## config.mk

```make
export PLATFORM = sky130hd
export DESIGN_NAME = pec15_frame_generate_check_unit
export DESIGN_NICKNAME = d
export VERILOG_FILES = /design/src/rtl/core/pec15_pkg.sv /design/src/rtl/core/pec15_crc_stage.sv /design/src/rtl/core/pec15_emit.sv /design/src/rtl/core/pec15_frame_generate_check_unit.sv
export SDC_FILE = /design/constraint.sdc
export NUM_CORES = 1
export LEC_CHECK = 0
export BUFFER_PORTS_ARGS = -buffer_cell sky130_fd_sc_hd__buf_2
export CORE_AREA = 2 2 113 115
export DETAILED_ROUTE_END_ITERATION = 10
export DIE_AREA = 0 0 115 117
export HOLD_SLACK_MARGIN = 0.08
export MAX_ROUTING_LAYER = met4
export PLACE_DENSITY_LB_ADDON = 0.25
export SETUP_SLACK_MARGIN = 0.05
export SYNTH_ARGS = -nofsm -noshare
export SYNTH_HDL_FRONTEND = slang
export SYNTH_SLANG_ARGS = --single-unit
```

## constraint.sdc

```tcl
create_clock -name i_clk -period 7.8 [get_ports i_clk]
set_input_delay 1.56 -clock i_clk [delete_from_list [all_inputs] [get_ports i_clk]]
set_output_delay 1.56 -clock i_clk [all_outputs]
set_load 0.05 [all_outputs]
```

## src/rtl/core/pec15_pkg.sv

```systemverilog
package pec15_pkg;

    localparam logic [15:0] PEC_POLY   = 16'h4599;
    localparam logic [15:0] PEC_SEED   = 16'd16;
    localparam int          MAX_GROUPS = 16;
    localparam int          GRP_W      = 5;

    typedef struct packed {
        logic [7:0] data_byte;
        logic       command;
        logic       first_of_group;
        logic       last_of_group;
        logic       new_transaction;
    } t_in_item;

    typedef struct packed {
        logic [7:0]       out_byte;
        logic             is_pec_byte;
        logic             last_result;
        logic             check_done;
        logic             pec_ok;
        logic [GRP_W-1:0] group_number;
    } t_out_item;

    localparam logic CMD_GENERATE = 1'b0;
    localparam logic CMD_CHECK    = 1'b1;

    // One byte step of the CRC after the data byte is folded into the remainder.
    typedef struct packed {
        logic [7:0]       data_byte;
        logic             command;
        logic             last_of_group;
        logic [15:0]      pec;
        logic [GRP_W-1:0] group_number;
    } t_step;

    // Byte-wide table entry, built bit by bit.
    function automatic logic [15:0] pec_entry(input logic [7:0] addr);
        logic [15:0] r;
        r = {1'b0, addr, 7'b0};
        for (int b = 0; b < 8; b++) begin
            if (r[14]) begin
                r = {r[14:0], 1'b0} ^ PEC_POLY;
            end else begin
                r = {r[14:0], 1'b0};
            end
        end
        return r;
    endfunction

endpackage

```

## src/rtl/core/pec15_crc_stage.sv

```systemverilog
module pec15_crc_stage #(
    parameter int MAX_GROUPS = pec15_pkg::MAX_GROUPS
) (
    input  logic                i_clk,
    input  logic                i_rst_n,
    input  logic                i_in_valid,
    input  pec15_pkg::t_in_item i_in_item,
    output logic                o_in_stall,
    input  logic                i_take,
    output logic                o_step_valid,
    output pec15_pkg::t_step    o_step
);

    localparam int GRP_W = pec15_pkg::GRP_W;
    localparam logic [GRP_W-1:0] GROUP_CAP =
        (MAX_GROUPS > 31) ? GRP_W'(31) : GRP_W'(MAX_GROUPS);

    logic                r_in_valid;
    pec15_pkg::t_in_item r_in;
    logic [15:0]         r_rem;
    logic [GRP_W-1:0]    r_grp;

    logic [15:0]      n_rem;
    logic [GRP_W-1:0] n_grp;
    logic [15:0]      rem_start;
    logic [GRP_W-1:0] grp_start;
    logic [7:0]       addr;
    logic             accept;
    logic             advance;

    assign advance    = r_in_valid && i_take;
    assign o_in_stall = r_in_valid && !i_take;
    assign accept     = i_in_valid && !o_in_stall;

    always_comb begin
        grp_start = r_in.new_transaction ? '0 : r_grp;
        n_grp     = grp_start;
        rem_start = r_rem;
        if (r_in.first_of_group) begin
            rem_start = pec15_pkg::PEC_SEED;
            if (grp_start < GROUP_CAP) begin
                n_grp = grp_start + GRP_W'(1);
            end
        end
        addr  = rem_start[14:7] ^ r_in.data_byte;
        n_rem = {rem_start[7:0], 8'h00} ^ pec15_pkg::pec_entry(addr);
    end

    assign o_step_valid        = r_in_valid;
    assign o_step.data_byte    = r_in.data_byte;
    assign o_step.command      = r_in.command;
    assign o_step.last_of_group = r_in.last_of_group;
    assign o_step.pec          = {n_rem[14:0], 1'b0};
    assign o_step.group_number = n_grp;

    always_ff @(posedge i_clk) begin
        if (!i_rst_n) begin
            r_in_valid <= 1'b0;
            r_rem      <= pec15_pkg::PEC_SEED;
            r_grp      <= '0;
        end else begin
            if (accept) begin
                r_in_valid <= 1'b1;
            end else if (advance) begin
                r_in_valid <= 1'b0;
            end
            if (advance) begin
                r_rem <= n_rem;
                r_grp <= n_grp;
            end
        end
    end

    always_ff @(posedge i_clk) begin
        if (accept) begin
            r_in <= i_in_item;
        end
    end

endmodule

```

## src/rtl/core/pec15_emit.sv

```systemverilog
module pec15_emit (
    input  logic                 i_clk,
    input  logic                 i_rst_n,
    input  logic                 i_step_valid,
    input  pec15_pkg::t_step     i_step,
    output logic                 o_take,
    output logic                 o_out_valid,
    output pec15_pkg::t_out_item o_out_item,
    input  logic                 i_out_stall
);

    logic                 r_out_valid;
    pec15_pkg::t_out_item r_out;
    logic [1:0]           r_pend;
    logic [15:0]          r_pec;

    logic load;
    logic pop;

    assign o_take      = !r_out_valid || (!i_out_stall && (r_pend == 2'd0));
    assign load        = i_step_valid && o_take;
    assign pop         = r_out_valid && !i_out_stall;
    assign o_out_valid = r_out_valid;
    assign o_out_item  = r_out;

    always_ff @(posedge i_clk) begin
        if (!i_rst_n) begin
            r_out_valid <= 1'b0;
            r_pend      <= 2'd0;
        end else if (load) begin
            r_out_valid <= 1'b1;
            r_pend      <= ((i_step.command == pec15_pkg::CMD_GENERATE)
                            && i_step.last_of_group) ? 2'd2 : 2'd0;
        end else if (pop) begin
            case (r_pend)
                2'd2:    r_pend <= 2'd1;
                2'd1:    r_pend <= 2'd0;
                default: r_out_valid <= 1'b0;
            endcase
        end
    end

    always_ff @(posedge i_clk) begin
        if (load) begin
            r_pec              <= i_step.pec;
            r_out.out_byte     <= i_step.data_byte;
            r_out.is_pec_byte  <= 1'b0;
            r_out.group_number <= i_step.group_number;
            if (i_step.command == pec15_pkg::CMD_CHECK) begin
                r_out.last_result <= 1'b1;
                r_out.check_done  <= i_step.last_of_group;
                r_out.pec_ok      <= i_step.last_of_group && (i_step.pec == 16'h0000);
            end else begin
                r_out.last_result <= !i_step.last_of_group;
                r_out.check_done  <= 1'b0;
                r_out.pec_ok      <= 1'b0;
            end
        end else if (pop && (r_pend != 2'd0)) begin
            // append PEC, high byte first
            r_out.is_pec_byte <= 1'b1;
            r_out.check_done  <= 1'b0;
            r_out.pec_ok      <= 1'b0;
            if (r_pend == 2'd2) begin
                r_out.out_byte    <= r_pec[15:8];
                r_out.last_result <= 1'b0;
            end else begin
                r_out.out_byte    <= r_pec[7:0];
                r_out.last_result <= 1'b1;
            end
        end
    end

    a_pend_needs_valid: assert property (@(posedge i_clk) disable iff (!i_rst_n)
        (r_pend != 2'd0) |-> r_out_valid)
        else $error("pending PEC bytes without a valid output beat");

    a_pend_range: assert property (@(posedge i_clk) disable iff (!i_rst_n)
        (r_pend != 2'd3))
        else $error("pending PEC count out of range");

    a_pec_follows: assert property (@(posedge i_clk) disable iff (!i_rst_n)
        (pop && (r_pend != 2'd0)) |=> (r_out_valid && r_out.is_pec_byte))
        else $error("appended PEC beat missing");

    a_no_take_while_pending: assert property (@(posedge i_clk) disable iff (!i_rst_n)
        (r_pend != 2'd0) |-> !o_take)
        else $error("new step taken while PEC bytes pending");

    a_check_not_pec: assert property (@(posedge i_clk) disable iff (!i_rst_n)
        (r_out_valid && r_out.check_done) |-> (!r_out.is_pec_byte && r_out.last_result))
        else $error("check result marked as PEC byte");

endmodule

```

## src/rtl/core/pec15_frame_generate_check_unit.sv

```systemverilog
// An accepted beat passes the input register, then the output register, to the output.
// Throughput: one input beat per cycle unless the output stalls or a PEC byte is pending.
// A generate-mode group end yields three output beats; the input stalls for the PEC bytes.
// Input register and output register both hold a beat, so either side may stall freely.
// Reset (synchronous, active low) sets the remainder to 16, the group count to 0,
// and empties both registers.
module pec15_frame_generate_check_unit #(
    parameter int MAX_GROUPS = pec15_pkg::MAX_GROUPS
) (
    input  logic                 i_clk,
    input  logic                 i_rst_n,
    input  logic                 i_in_valid,
    input  pec15_pkg::t_in_item  i_in_item,
    output logic                 o_in_stall,
    output logic                 o_out_valid,
    output pec15_pkg::t_out_item o_out_item,
    input  logic                 i_out_stall
);

    logic             take;
    logic             step_valid;
    pec15_pkg::t_step step;

    pec15_crc_stage #(
        .MAX_GROUPS(MAX_GROUPS)
    ) u_crc_stage (
        .i_clk       (i_clk),
        .i_rst_n     (i_rst_n),
        .i_in_valid  (i_in_valid),
        .i_in_item   (i_in_item),
        .o_in_stall  (o_in_stall),
        .i_take      (take),
        .o_step_valid(step_valid),
        .o_step      (step)
    );

    pec15_emit u_emit (
        .i_clk       (i_clk),
        .i_rst_n     (i_rst_n),
        .i_step_valid(step_valid),
        .i_step      (step),
        .o_take      (take),
        .o_out_valid (o_out_valid),
        .o_out_item  (o_out_item),
        .i_out_stall (i_out_stall)
    );

endmodule

```

==> Word level (Yosys, flattened, before mapping) <==
Cells that the tools add are included.
{ "word_totals": {"register_bits": 68, "inputBits": 16, "output_inout_bits": 19, "wordCells": 83} }
{ "op_classes": {"muxes": 26, "addsub": 1, "order_cmp": 1, "n_eq_ne": 3, "n_reduce_logical": 24, "bitwise_logic": 11} }
{ "op_table": {"columns": ["cell", "count"], "rows": [
  ["two-way mux 15 bit", 9],
  ["inverter 7 bit", 8],
  ["two-way mux 12 bit", 2],
  ["logical NOT 16 bit", 1],
  ["two-way mux 5 bit", 3],
  ["bitwise XOR 15 bit", 1],
  ["logical AND 1 bit", 8],
  ["two-way mux 8 bit", 1],
  ["nonzero test 2 bit", 4],
  ["bitwise XOR 8 bit", 1],
  ["two-way mux 1 bit", 6],
  ["two-way mux 2 bit", 3],
  ["adder 5 x 1 -> 5 bit, second input constant", 1],
  ["logical NOT 1 bit", 5],
  ["less-than comparator 5 bit, second input constant", 1],
  ["case mux 2 bit (2 select lines)", 1],
  ["AND reduction 2 bit", 2],
  ["two-way mux 3 bit", 1],
  ["nonzero test 3 bit", 1],
  ["== test 2 x 1 -> 1 bit, second input constant", 1],
  ["== test 2 bit, second input constant", 1],
  ["logical NOT 2 bit", 1],
  ["inequality test 2 x 1 -> 1 bit, second input constant", 1],
  ["OR reduction 2 bit", 1],
  ["2 further kinds", 2]
]} }

==> Logic depth before layout (Yosys ltp) <==
Gate-level depths: netlist (run 1).
{ "logic_depth": {"depth_word": 23, "depth_mapped": 12, "ltp_nobuf": 11} }

==> By module <==
From an unflattened synthesis (run 1), not the netlist that was laid out.
{ "unflattened": {"cells_unflattened": 306, "area_unflattened_um2": 3518.4} }
{ "by_module_without_submodules": {"columns": ["mod", "seq_area_each_um2", "instances", "area_each_um2", "cells_each"], "rows": [
  ["pec15_crc_stage", 780.7, 1, 2070.7, 216],
  ["pec15_emit", 1041.0, 1, 1447.6, 90]
]} }

==> Worst setup path after synthesis (run 1) <==
OpenSTA, ideal clock, no wires.
{ "synth_timing": {"kind": "input -> output", "start": "input i_out_stall", "end": "output o_in_stall", "required_time_ns": 6.240, "setup_slack_ns": 3.806, "path_buffers": 0, "arrival_time_ns": 2.434, "path_stages": 3, "path_cell_list": "nand2b_1 nand2_1 nor2_1"} }
{ "synth_via": {"elab_chain_cells": 5} }
{ "synth_lines": {"columns": ["element", "line", "source"], "rows": [
  ["start, declared", "pec15_frame_generate_check_unit.sv:17", "input logic i_out_stall"],
  ["logical NOT 1 bit", "pec15_emit.sv:20", "assign o_take = !r_out_valid || (!i_out_stall && (r_pend == 2'd0));"],
  ["logical AND 1 bit", "pec15_emit.sv:20", null],
  ["logical OR 1 bit", "pec15_emit.sv:20", null],
  ["logical NOT 1 bit", "pec15_crc_stage.sv:32", "assign o_in_stall = r_in_valid && !i_take;"],
  ["logical AND 1 bit", "pec15_crc_stage.sv:32", null],
  ["end, declared", "pec15_frame_generate_check_unit.sv:14", "output logic o_in_stall,"]
]} }
No other way between the ends.

==> Worst setup path in the final report (run 1) <==
{ "layout_timing": {"start": "input i_out_stall", "end": "register u_emit.r_out, in the netlist u_emit.o_out_item[5] (data pin)"} }
{ "layout_via": {"elab_chain_cells": 5} }
{ "layout_lines": {"columns": ["element", "line", "source"], "rows": [
  ["logical NOT 1 bit", "pec15_emit.sv:20", null],
  ["logical AND 1 bit", "pec15_emit.sv:20", null],
  ["logical OR 1 bit", "pec15_emit.sv:20", null],
  ["logical AND 1 bit", "pec15_emit.sv:21", "assign load = i_step_valid && o_take;"],
  ["two-way mux 12 bit", "pec15_emit.sv:44", "if (load) begin"],
  ["end, declared", "pec15_emit.sv:13", "pec15_pkg::t_out_item r_out;"]
]} }
No other way between the ends.
A chain may end at the register's enable or synchronous reset.

==> summary.txt, run 1 <==
Status
  – Outcome: complete, no violations

Finish
  – Area growth syn-to-layout: 16.6%
  – Commonest non-fill, non-tap cell in the layout: edfxtp_1
  – Ant. Diodes: 0
  – Most frequent cells in the layout: edfxtp_1, nand2_1, buf_2, xnor2_1, dfxtp_1
  – Final nets: between 300 and 400
  – Final Util: 0.338
  – Layout cell share with drive strength beyond 1: 0.218

Die
  – # rows: 41
  – Chip width: roughly 120 um
  – Die area: 13500 um^2
  – Die Y: 117 um
  – Initial Utilization: 0.290
  – Io pins: 35
  – Core area: roughly 12000 um^2

Power
  – Internal: 1.02 mW
  – Proportion of power drawn by the clock network: 0.250
  – Comb power frac: 0.414
  – Lkg Pwr: 1.55 nW
  – Seq pwr share: 0.336
  – Total Power: 1.55 mW
  – PwrDens: 374 nW/um^2
  – Net Switching: between 0.5 and 0.6 mW
  – Max VDD drop: 0.154 mV
  – Switch share: 0.341

Placed design
  – Place WS: 3240 ps
  – IO buf count: 34
  – GP Congestion: 0.806
  – Post-DP HPWL: 5.49 mm

Yosys
  – Cells after Synth: 318
  – Yosys warns: 0
  – Mapped Nets: 339
  – Seq/Total Area, Yosys: 0.502
  – Post-Syn Area: 3570 um^2
  – Post-synthesis simple-gate area fraction: 0.149
  – Multiplexer area fraction after synthesis: 0.0228
  – Top cell type's share of synthesized area: 0.362
  – Post-synth EDFFs: 43
  – Library cells used by synthesis: between 50 and 60
  – Post-synthesis cell type with the largest combined area: edfxtp_1
  – Largest family of logic cells by synthesized area: XOR/XNOR gates
  – Syn Area/Cell: ~11 um^2
  – Adder-Cell Fraction of Synth Area: 0.0175
  – Most common flop cell mapped by yosys: edfxtp_1
  – Post-synth ARST share: 0
  – Synth Register Bits: 68
  – Largest cells by area after synthesis: edfxtp_1, dfxtp_1, xnor2_1
  – Post-Synth XOR/XNOR Area: 0.182
  – Compound-cell area share of the yosys netlist: 0.0957

Clocking
  – Max Buffers Root-to-Sink: 2
  – CTS tree: built
  – Num Clock Sinks: 68
  – Reg clk slew, reported paths: 50 ps
  – Hold buffer count at cts: 0
  – Post-cts sizing count: 0
  – Clk_lat worst skew: 330 ps
  – Root Buffer: clkbuf_16
  – Setup Fix Bufs, Post-CTS: 0
  – H-tree Lvls: 3
  – CTS Buf Count: 9

Critical path
  – Crit start category: input port
  – Worst path bufs/invs: 2
  – CP Max Fanout: 28
  – CP required: 7870 ps
  – Worst EP arrival: 4210 ps
  – Worst path top cell family by delay: simple AND/OR/NAND/NOR gates
  – WS Path Type: in -> reg
  – Worst stage delay on the critical path: 940 ps
  – Slowest CP cell: clkinv_1
  – Crit path top cell by count: nand2_1
  – CP Cell Sequence: buf_2 > nand2b_1 > nand2_1 > nand2_1 > clkinv_1 > and3_1 > nor4bb_1 > o2111ai_2 > a211oi_2
  – Crit end category: flop

Timing
  – Final WS setup: 3650 ps
  – Hold_ws: between 400 and 500 ps
  – Final TNS setup: 0 ps
  – Period utilization: 0.532
  – Worst slew pin tran: 861 ps
  – Endpoints failing setup: 0
  – Slew HR: 0.424
  – Final hold vios: 0
  – Max Clk Rate: around 240 MHz
  – Unrepaired setup endpoints after global routing: no
  – Clock skew: between 8 and 9 ps
  – Final Max Slew Viols: 0
  – Crit path time final: ~4100 ps

Drt
  – Post-DRT Antenna Nets: 0
  – Number of vias per cell: 4.75
  – Initial DRC Count: 170
  – Via count: 2392
  – Residual DRC: 0
  – Drt pass-1 iters: 5
  – DR WL/cell: 15.9 um
  – Post-Route WL: 8.01 mm

GRT
  – Overall Global Routing Usage: 0.132
  – First-pass GRT wire length: 12.6 mm
  – Number of global-route vias before repair: about 2.3k
  – Largest net degree at the start of global routing: 30
  – Initial antenna violation count: 0
  – Gr ovfl total: 0

Worst hold path
  – Hold crit path type: reg -> reg

Job
  – Maxcap violations: 0
## worst register-to-register path, cell delays in order, from the launching register on
cell and delay (ps):
edfxtp_1 900, inv_2 200, and2_1 210, xnor3_2 470, xnor2_4 280, ha_1 350
xnor2_1 200, or3_1 400, a211o_1 340, a211oi_2 230, o2111ai_2 150, a211oi_2 210
## registers in the layout, summed over array words and instances, names as in the netlist
signal	count
u_emit.r_pec	15
u_crc_stage.r_grp	5
u_crc_stage.o_step	10
u_crc_stage.r_in	2
u_crc_stage.o_step_valid	1
u_emit.o_out_valid	1
u_crc_stage.r_rem	15
u_emit.o_out_item	17
u_emit.r_pend	2
## cell type report
| cell class | instances | area [um^2] |
|---|---|---|
| Inverter | 12 | 45.0 |
| Sequential cell | 68 | 1790 |
| Fill cell | 1244 | 8150 |
| Clock inverter | 6 | 55.1 |
| Tap cell | 150 | 188 |
| Timing Repair Buffer | 36 | 185 |
| Multi-Input combinational cell | 222 | 1670 |
| Clock buffer | 10 | 229 |
## cell families (layout without fill, tap and decap cells)
kind of cell / Yosys count / after routing
fa+ha+maj: 5 / 5
xor+xnor: 50 / 50
mux: 8 / 8
compound gates: 51 / 51
buf+inv: 28 / 64
simple gates: 108 / 108
flops: 68 / 68
## Yosys cell counts, types with 2 or more instances
library cell,number
nand3b_1,3
mux2i_1,7
o221ai_1,2
or3_1,2
xnor3_2,7
and2_1,2
edfxtp_1,43
and3_2,2
a211o_1,2
nand2_1,36
nor3_1,9
clkbuf_1,11
nand2b_1,3
xnor2_1,25
o21a_1,2
xnor2_4,2
nor2b_1,8
nand3_1,5
a211oi_1,5
inv_1,8
inv_2,3
xnor3_1,4
ha_1,5
xor2_1,10
or2_2,3
o21ai_0,13
buf_2,4
o211ai_1,5
and3_1,3
nor2_1,24
dfxtp_1,25
a211oi_2,2
a21oi_1,14
## stage by stage
stage	cell area (um^2)	std cells
floorplan	3570	318
global placement	3880	488
detailed placement	3880	488
CTS	4160	504
global route	4160	504
finish	4160	504
## routing by layer
layer | track usage | vias up | routed length (um)
li1 | - | 1179 | -
met1 | 0.174 | 1155 | 3720
met2 | 0.198 | 51 | 3710
met3 | 0.0294 | 7 | 441
met4 | 0.0562 | 0 | 142
met5 | - | - | 0
## power groups by stage
| stage | Clock (mW) | Sequential [mW] | Combinational (mW) |
|---|---|---|---|
| 2_1_floorplan | 0 | 0.525 | 0.507 |
| 3_3_place_gp | 0 | 0.529 | 0.648 |
| 3_5_place_dp | 0 | 0.530 | 0.646 |
| 4_1_cts | 0.400 | 0.523 | 0.651 |
| 5_1_grt | 0.416 | 0.529 | 0.713 |
| 6_report | 0.389 | 0.522 | 0.644 |
## path summary, 6_finish.rpt
kind / slack, ps / from / cells past startpoint / end
worst max-delay path: 3650 / i_out_stall / 9 / u_emit.o_out_item[5]$_DFFE_PP_
worst min-delay path: 450 / u_emit.o_out_item[8]$_SDFFE_PP0P_ / 2 / u_emit.o_out_item[8]$_SDFFE_PP0P_
worst max register to register: 3700 / u_crc_stage.r_in[2]$_DFFE_PP_ / 11 / u_emit.o_out_item[5]$_DFFE_PP_
worst min register to register: 450 / u_emit.o_out_item[8]$_SDFFE_PP0P_ / 2 / u_emit.o_out_item[8]$_SDFFE_PP0P_
Power figures use the tool's default switching activity.
==> inputs of run 2 (changes only) <==
Clock period 7.8 ns to 4 ns, I/O delays scaled along.
==> run 2 against run 1 <==
Cell count increased by 0.60%. Largest power group unchanged. Critical path type is now reg -> reg. Hold slack got worse by 9.3 ps. Die area unchanged. Sequential power rose by 95%. Clock power up 78%. Sequential cell count stayed put. Critical endpoint unchanged. Sequential share of layout area grew 0.10 points. Clock skew fell by 0.85 ps. Final area down 0.24%.
==> summary.txt, run 2 (synthesis gave the netlist of run 1 again) <==
Status
  – Outcome: complete, no violations

Timing
  – Hold_ws: 443 ps (-9.32 ps)
  – Endpoints failing setup: 0 (unchanged)
  – Worst slew pin tran: 743 ps (-118 ps)
  – Max Clk Rate: 274 MHz
  – Slew HR: 0.504 (+0.0797)
  – Final TNS setup: 0 ps (unchanged)
  – Unrepaired setup endpoints after global routing: no
  – Crit path time final: between 3000 and 4000 ps
  – Final Max Slew Viols: 0 (unchanged)
  – Final hold vios: 0 (unchanged)
  – Clock skew: 7.23 ps (-0.855 ps)
  – Final WS setup: 355 ps (-3300 ps)
  – Period utilization: 0.911

Placed design
  – GP Congestion: 0.820 (+1.7%)
  – Placed inst area: 3900 um^2 (+0.58%)
  – Post-DP HPWL: 5.60 mm (+2.1%)
  – IO buf count: 34 (unchanged)
  – Dpl cells: 491 (+0.61%)
  – Place WS: 396 ps (-2850 ps)

Critical path
  – WS Path Type: reg -> reg
  – Crit end category: flop
  – Worst EP arrival: 3810 ps (-400 ps)
  – Worst stage delay on the critical path: 600 ps (-340 ps)
  – CP Cell Sequence: inv_2 > and2_1 > xnor3_2 > xnor2_4 > ha_1 > xnor2_1 > or3_1 > a211o_1 > a211oi_2 > o2111ai_2 > a211oi_2
  – CP required: 4170 ps (-3700 ps)
  – CP Max Fanout: 12 (-57%)
  – Crit path top cell by count: a211oi_2
  – Flop-to-flop setup slack: 350 ps (-3350 ps)
  – Slowest CP cell: edfxtp_1
  – Crit start category: flop

GRT
  – Overall Global Routing Usage: 0.136 (+0.00325)
  – Number of global-route vias before repair: 2405 (+4.5%)
  – Gr ovfl total: 0 (unchanged)
  – Largest net degree at the start of global routing: 56 (+87%)
  – Initial antenna violation count: 0 (unchanged)
  – First-pass GRT wire length: 13.0 mm (+2.9%)

Finish
  – Final std cells w/o fill: 507 (+0.60%)
  – Ant. Diodes: 0 (unchanged)
  – Fillers: 1266 (+1.8%)
  – Layout cell share with drive strength beyond 1: 0.207 (-0.0102)
  – Final Util: 0.337 (-0.000814)
  – Final nets: 373 (+0.81%)
  – Commonest non-fill, non-tap cell in the layout: edfxtp_1
  – Final instance area: 4150 um^2 (-0.24%)
  – Largest register FFs: 17 (unchanged)
  – Most frequent cells in the layout: edfxtp_1, nand2_1, buf_2, xnor2_1, dfxtp_1
  – Area growth syn-to-layout: 16.3%

Drt
  – Residual DRC: 0 (unchanged)
  – Post-Route WL: 8.20 mm (+2.3%)
  – DRT met1 WL: 3.86 mm (+3.9%)
  – Met2 WL: 3.81 mm (+2.6%)
  – Drt pass-1 iters: 4 (-1)
  – Post-DRT Antenna Nets: 0 (unchanged)
  – DR WL/cell: 16.2 um (+1.7%)
  – Number of vias per cell: 4.74 (about the same)
  – Via count: 2404 (+0.50%)
  – Met3 routed WL: 408 um (-7.5%)
  – DR top layer: met4
  – Initial DRC Count: 118 (-31%)

Die
  – # rows: 41 (unchanged)
  – Die area: 13500 um^2 (unchanged)
  – Chip width: 115 um (unchanged)
  – Die Y: 117 um (unchanged)
  – Core area: 12300 um^2 (unchanged)
  – Initial Utilization: 0.290 (unchanged)
  – Io pins: 35 (unchanged)

Power
  – PwrDens: 714 nW/um^2 (+91%)
  – Internal: 1.94 mW (+90%)
  – Switch share: 0.344 (+0.00329)
  – Max VDD drop: 0.213 mV (+38%)
  – Proportion of power drawn by the clock network: 0.233 (-0.017)
  – Net Switching: 1.02 mW (+93%)
  – Seq pwr share: 0.343 (+0.007)
  – Comb power frac: 0.424 (+0.010)
  – Lkg Pwr: 1.53 nW (-0.81%)
  – Total Power: 2.97 mW (+91%)

Clocking
  – CTS tree: built
  – Post-cts sizing count: 0 (unchanged)
  – Max Buffers Root-to-Sink: 2 (unchanged)
  – Reg clk slew, reported paths: 50 ps (about the same)
  – Clk_lat worst skew: 330 ps (about the same)
  – CTS Buf Count: 9 (unchanged)
  – Num Clock Sinks: 68 (unchanged)
  – Root Buffer: clkbuf_16
  – H-tree Lvls: 3 (unchanged)
  – Hold buffer count at cts: 0 (unchanged)
  – Setup Fix Bufs, Post-CTS: 0 (unchanged)

Worst hold path
  – Hold crit path type: reg -> reg

Job
  – Maxcap violations: 0 (unchanged)
-- run 2: changes by cell type in the layout (fill, tap and decap cells not counted) --
cell,change
bufinv_16,-1
buf_4,+3
clkinv_2,-5
clkbuf_1,+6
-- run 2: final timing paths --
check | start | to | cells past startpoint
setup / recovery | u_crc_stage.r_in[2]$_DFFE_PP_ | u_emit.o_out_item[5]$_DFFE_PP_ | 11
hold / removal | u_emit.o_out_item[8]$_SDFFE_PP0P_ | u_emit.o_out_item[8]$_SDFFE_PP0P_ | 2
setup reg to reg | u_crc_stage.r_in[2]$_DFFE_PP_ | u_emit.o_out_item[5]$_DFFE_PP_ | 11
hold reg to reg | u_emit.o_out_item[8]$_SDFFE_PP0P_ | u_emit.o_out_item[8]$_SDFFE_PP0P_ | 2
-- run 2: critical path: cells and delay by family (launching register included) --
kind,cells,cell delay [ps]
compound gates,4,960
buf+inv,1,120
flops,1,600
fa+ha+maj,1,370
simple gates,2,580
xor+xnor,3,850
-- run 2: layout make-up --
class | count | area [um^2] | share of cell area
well taps | 150 | 188 | 0.0452
inverters | 12 | 45.0 | 0.0109
clock buffers | 16 | 251 | 0.0606
flip-flops and latches | 68 | 1790 | 0.432
repair buffers | 39 | 208 | 0.0500
multi-input cells | 222 | 1670 | 0.402
-- run 2: power groups by stage --
stage | combinational, mW | clock, mW | sequential, mW
2_1_floorplan | 0.989 | 0 | 1.02
3_3_place_gp | 1.26 | 0 | 1.03
3_5_place_dp | 1.25 | 0 | 1.03
4_1_cts | 1.27 | 0.713 | 1.02
5_1_grt | 1.38 | 0.747 | 1.03
6_report | 1.26 | 0.692 | 1.02
-- run 2: metal layers --
| metal | up-vias | track usage |
|---|---|---|
| met1 | 1171 | 0.171 |
| li1 | 1178 | - |
| met2 | 46 | 0.213 |
| met3 | 9 | 0.0391 |
| met5 | - | - |
| met4 | 0 | 0.0394 |
==> inputs of run 3 (changes only) <==
Clock period 4 ns to 4.1 ns, I/O delays scaled along.
==> run 3 against run 2 <==
Combinational power barely moved. Highest routed layer unchanged. Clock skew fell by 1.4 ps. Via count barely moved. Cell count rose by 0.59%. Critical path depth fell by 1. Worst setup slack improved by 70 ps. Register-to-register slack improved by 70 ps.
==> summary.txt, run 3 (synthesis gave the netlist of run 1 again) <==
Clocking
  – Hold buffer count at cts: 0 (unchanged)
  – Reg clk slew, reported paths: 50 ps (about the same)
  – Clk_lat worst skew: 330 ps (about the same)
  – Max Buffers Root-to-Sink: 2 (unchanged)
  – CTS Buf Count: 9 (unchanged)
  – Root Buffer: clkbuf_16
  – H-tree Lvls: 3 (unchanged)
  – Setup Fix Bufs, Post-CTS: 0 (unchanged)
  – Num Clock Sinks: 68 (unchanged)
  – CTS tree: built
  – Post-cts sizing count: 0 (unchanged)

Worst hold path
  – Hold crit path type: reg -> reg

Finish
  – Most frequent cells in the layout: edfxtp_1, nand2_1, buf_2, xnor2_1, dfxtp_1
  – Multi-input logic area: 1670 um^2 (unchanged)
  – Ant. Diodes: 0 (unchanged)
  – Final nets: 376 (+0.80%)
  – Commonest non-fill, non-tap cell in the layout: edfxtp_1
  – Area growth syn-to-layout: 17.5%
  – Fillers: 1262 (-0.32%)
  – Largest register FFs: 17 (unchanged)
  – Layout cell share with drive strength beyond 1: 0.222 (+0.0149)
  – FF+latch area: 1790 um^2 (unchanged)

Timing
  – Max Clk Rate: 272 MHz (-0.81%)
  – Slew HR: 0.494 (-0.00969)
  – Final TNS setup: 0 ps (unchanged)
  – Period utilization: 0.896 (-0.0150)
  – Unrepaired setup endpoints after global routing: no
  – Final Max Slew Viols: 0 (unchanged)
  – Clock skew: 5.84 ps (-1.39 ps)
  – Endpoints failing setup: 0 (unchanged)
  – Final hold vios: 0 (unchanged)
  – Final WS setup: 425 ps (+70.4 ps)
  – Hold_ws: 444 ps (+0.0800 ps)
  – Crit path time final: 3670 ps (+29.6 ps)
  – Worst slew pin tran: 758 ps (+14.5 ps)

GRT
  – Met2 Resource Use GR: 0.196 (-0.0173)
  – First-pass GRT wire length: 13.1 mm (+0.90%)
  – M1 GR Usage: 0.181 (+0.0102)
  – Gr ovfl total: 0 (unchanged)
  – GR Layer Usage met3: 0.0340 (-0.00515)
  – Overall Global Routing Usage: 0.137 (+0.00145)
  – Number of global-route vias before repair: 2406 (+0.042%)
  – Gr busiest metal: met2
  – Initial antenna violation count: 0 (unchanged)
  – Largest net degree at the start of global routing: 56 (unchanged)

Drt
  – Drt pass-1 iters: 4 (unchanged)
  – DR WL/cell: 15.9 um (-1.7%)
  – Post-Route WL: 8.11 mm (-1.1%)
  – Number of vias per cell: 4.72 (-0.51%)
  – Residual DRC: 0 (unchanged)
  – Post-DRT Antenna Nets: 0 (unchanged)
  – Via count: 2406 (+0.083%)
  – Initial DRC Count: 118 (unchanged)

Critical path
  – CP Max Fanout: 6 (-6)
  – CP required: 4270 ps (+100 ps)
  – Crit end category: flop
  – Crit path top cell by count: a211oi_2
  – Worst stage delay on the critical path: 540 ps (-60 ps)
  – CP Cell Sequence: xor2_1 > xnor3_2 > xnor2_4 > ha_1 > xnor2_1 > or3_1 > a211o_1 > a211oi_2 > o2111ai_2 > a211oi_2
  – WS Path Type: reg -> reg
  – Worst EP arrival: 3850 ps (+40 ps)
  – Slowest CP cell: edfxtp_1
  – Crit start category: flop

Power
  – Comb power frac: 0.420 (-0.004)
  – Internal: 1.93 mW (-0.86%)
  – PwrDens: 699 nW/um^2 (-2.1%)
  – Max VDD drop: 0.237 mV (+11%)
  – Proportion of power drawn by the clock network: 0.242 (+0.009)
  – Seq pwr share: 0.338 (-0.005)
  – Switch share: 0.343 (-0.00142)
  – Lkg Pwr: 1.56 nW (+1.9%)
  – Net Switching: 1.01 mW (-1.5%)
  – Total Power: 2.93 mW (-1.1%)

Die
  – Chip width: 115 um (unchanged)
  – # rows: 41 (unchanged)
  – Core area: 12300 um^2 (unchanged)
  – Die Y: 117 um (unchanged)
  – Io pins: 35 (unchanged)
  – Die area: 13500 um^2 (unchanged)
  – Initial Utilization: 0.290 (unchanged)

Status
  – Outcome: complete, no violations

Placed design
  – Place WS: 303 ps (-93.1 ps)
  – IO buf count: 34 (unchanged)
  – Post-DP HPWL: 5.50 mm (-1.9%)
  – GP Congestion: 0.843 (+2.7%)

Job
  – Maxcap violations: 0 (unchanged)
## run 3: changes by cell type in the layout (fill, tap and decap cells not counted)
cell / before / now
buf_4: 5 / 8
clkinv_2: 0 / 1
clkbuf_8: 0 / 2
clkinv_1: 1 / 2
clkbuf_1: 7 / 3
## run 3: worst max-delay path, delay by kind of cell (launching register included)
family / cells / cell delay (ps)
AOI/OAI and AO/OA: 4 / 1030
DFF: 1 / 540
adders and majority gates: 1 / 380
xor gates and xnor gates: 4 / 1160
and+or+nand+nor: 1 / 410
## run 3: metal layers
metal | share of wire | up-vias
met3 | 0.042 | 13
met4 | 0.023 | 0
met1 | 0.49 | 1141
met5 | 0 | -
li1 | - | 1194
met2 | 0.44 | 58
## run 3: worst paths after layout
check | from | end | slack, ps | cells after the start
hold / removal | u_emit.o_out_item[8]$_SDFFE_PP0P_ | u_emit.o_out_item[8]$_SDFFE_PP0P_ | 440 | 2
setup / recovery | u_crc_stage.o_step[27]$_DFFE_PP_ | u_emit.o_out_item[5]$_DFFE_PP_ | 430 | 10
hold reg to reg | u_emit.o_out_item[8]$_SDFFE_PP0P_ | u_emit.o_out_item[8]$_SDFFE_PP0P_ | 440 | 2
setup reg to reg | u_crc_stage.o_step[27]$_DFFE_PP_ | u_emit.o_out_item[5]$_DFFE_PP_ | 430 | 10
## run 3: layout make-up
type | count | area share
clock buffers | 14 | 0.0629
flip-flops and latches | 68 | 0.427
inverters | 12 | 0.0107
clock inverters | 2 | 0.00209
repair buffers | 42 | 0.0549
well taps | 150 | 0.0447
multi-input cells | 222 | 0.397
## run 3: metrics by stage
stage	std cells	instance area [um^2]	util
floorplan	318	3570	-
global route	510	4190	0.341
detailed placement	490	3890	0.316
finish	510	4190	0.341
CTS	506	4160	0.338
global placement	490	3890	0.316
## run 3: power groups by stage
| stage | Clock (mW) | Combinational [mW] | Sequential (mW) |
|---|---|---|---|
| 3_3_place_gp | 0 | 1.22 | 1.01 |
| 4_1_cts | 0.727 | 1.23 | 0.995 |
| 5_1_grt | 0.756 | 1.36 | 1.00 |
| 2_1_floorplan | 0 | 0.965 | 0.999 |
| 3_5_place_dp | 0 | 1.22 | 1.01 |
| 6_report | 0.711 | 1.23 | 0.991 |
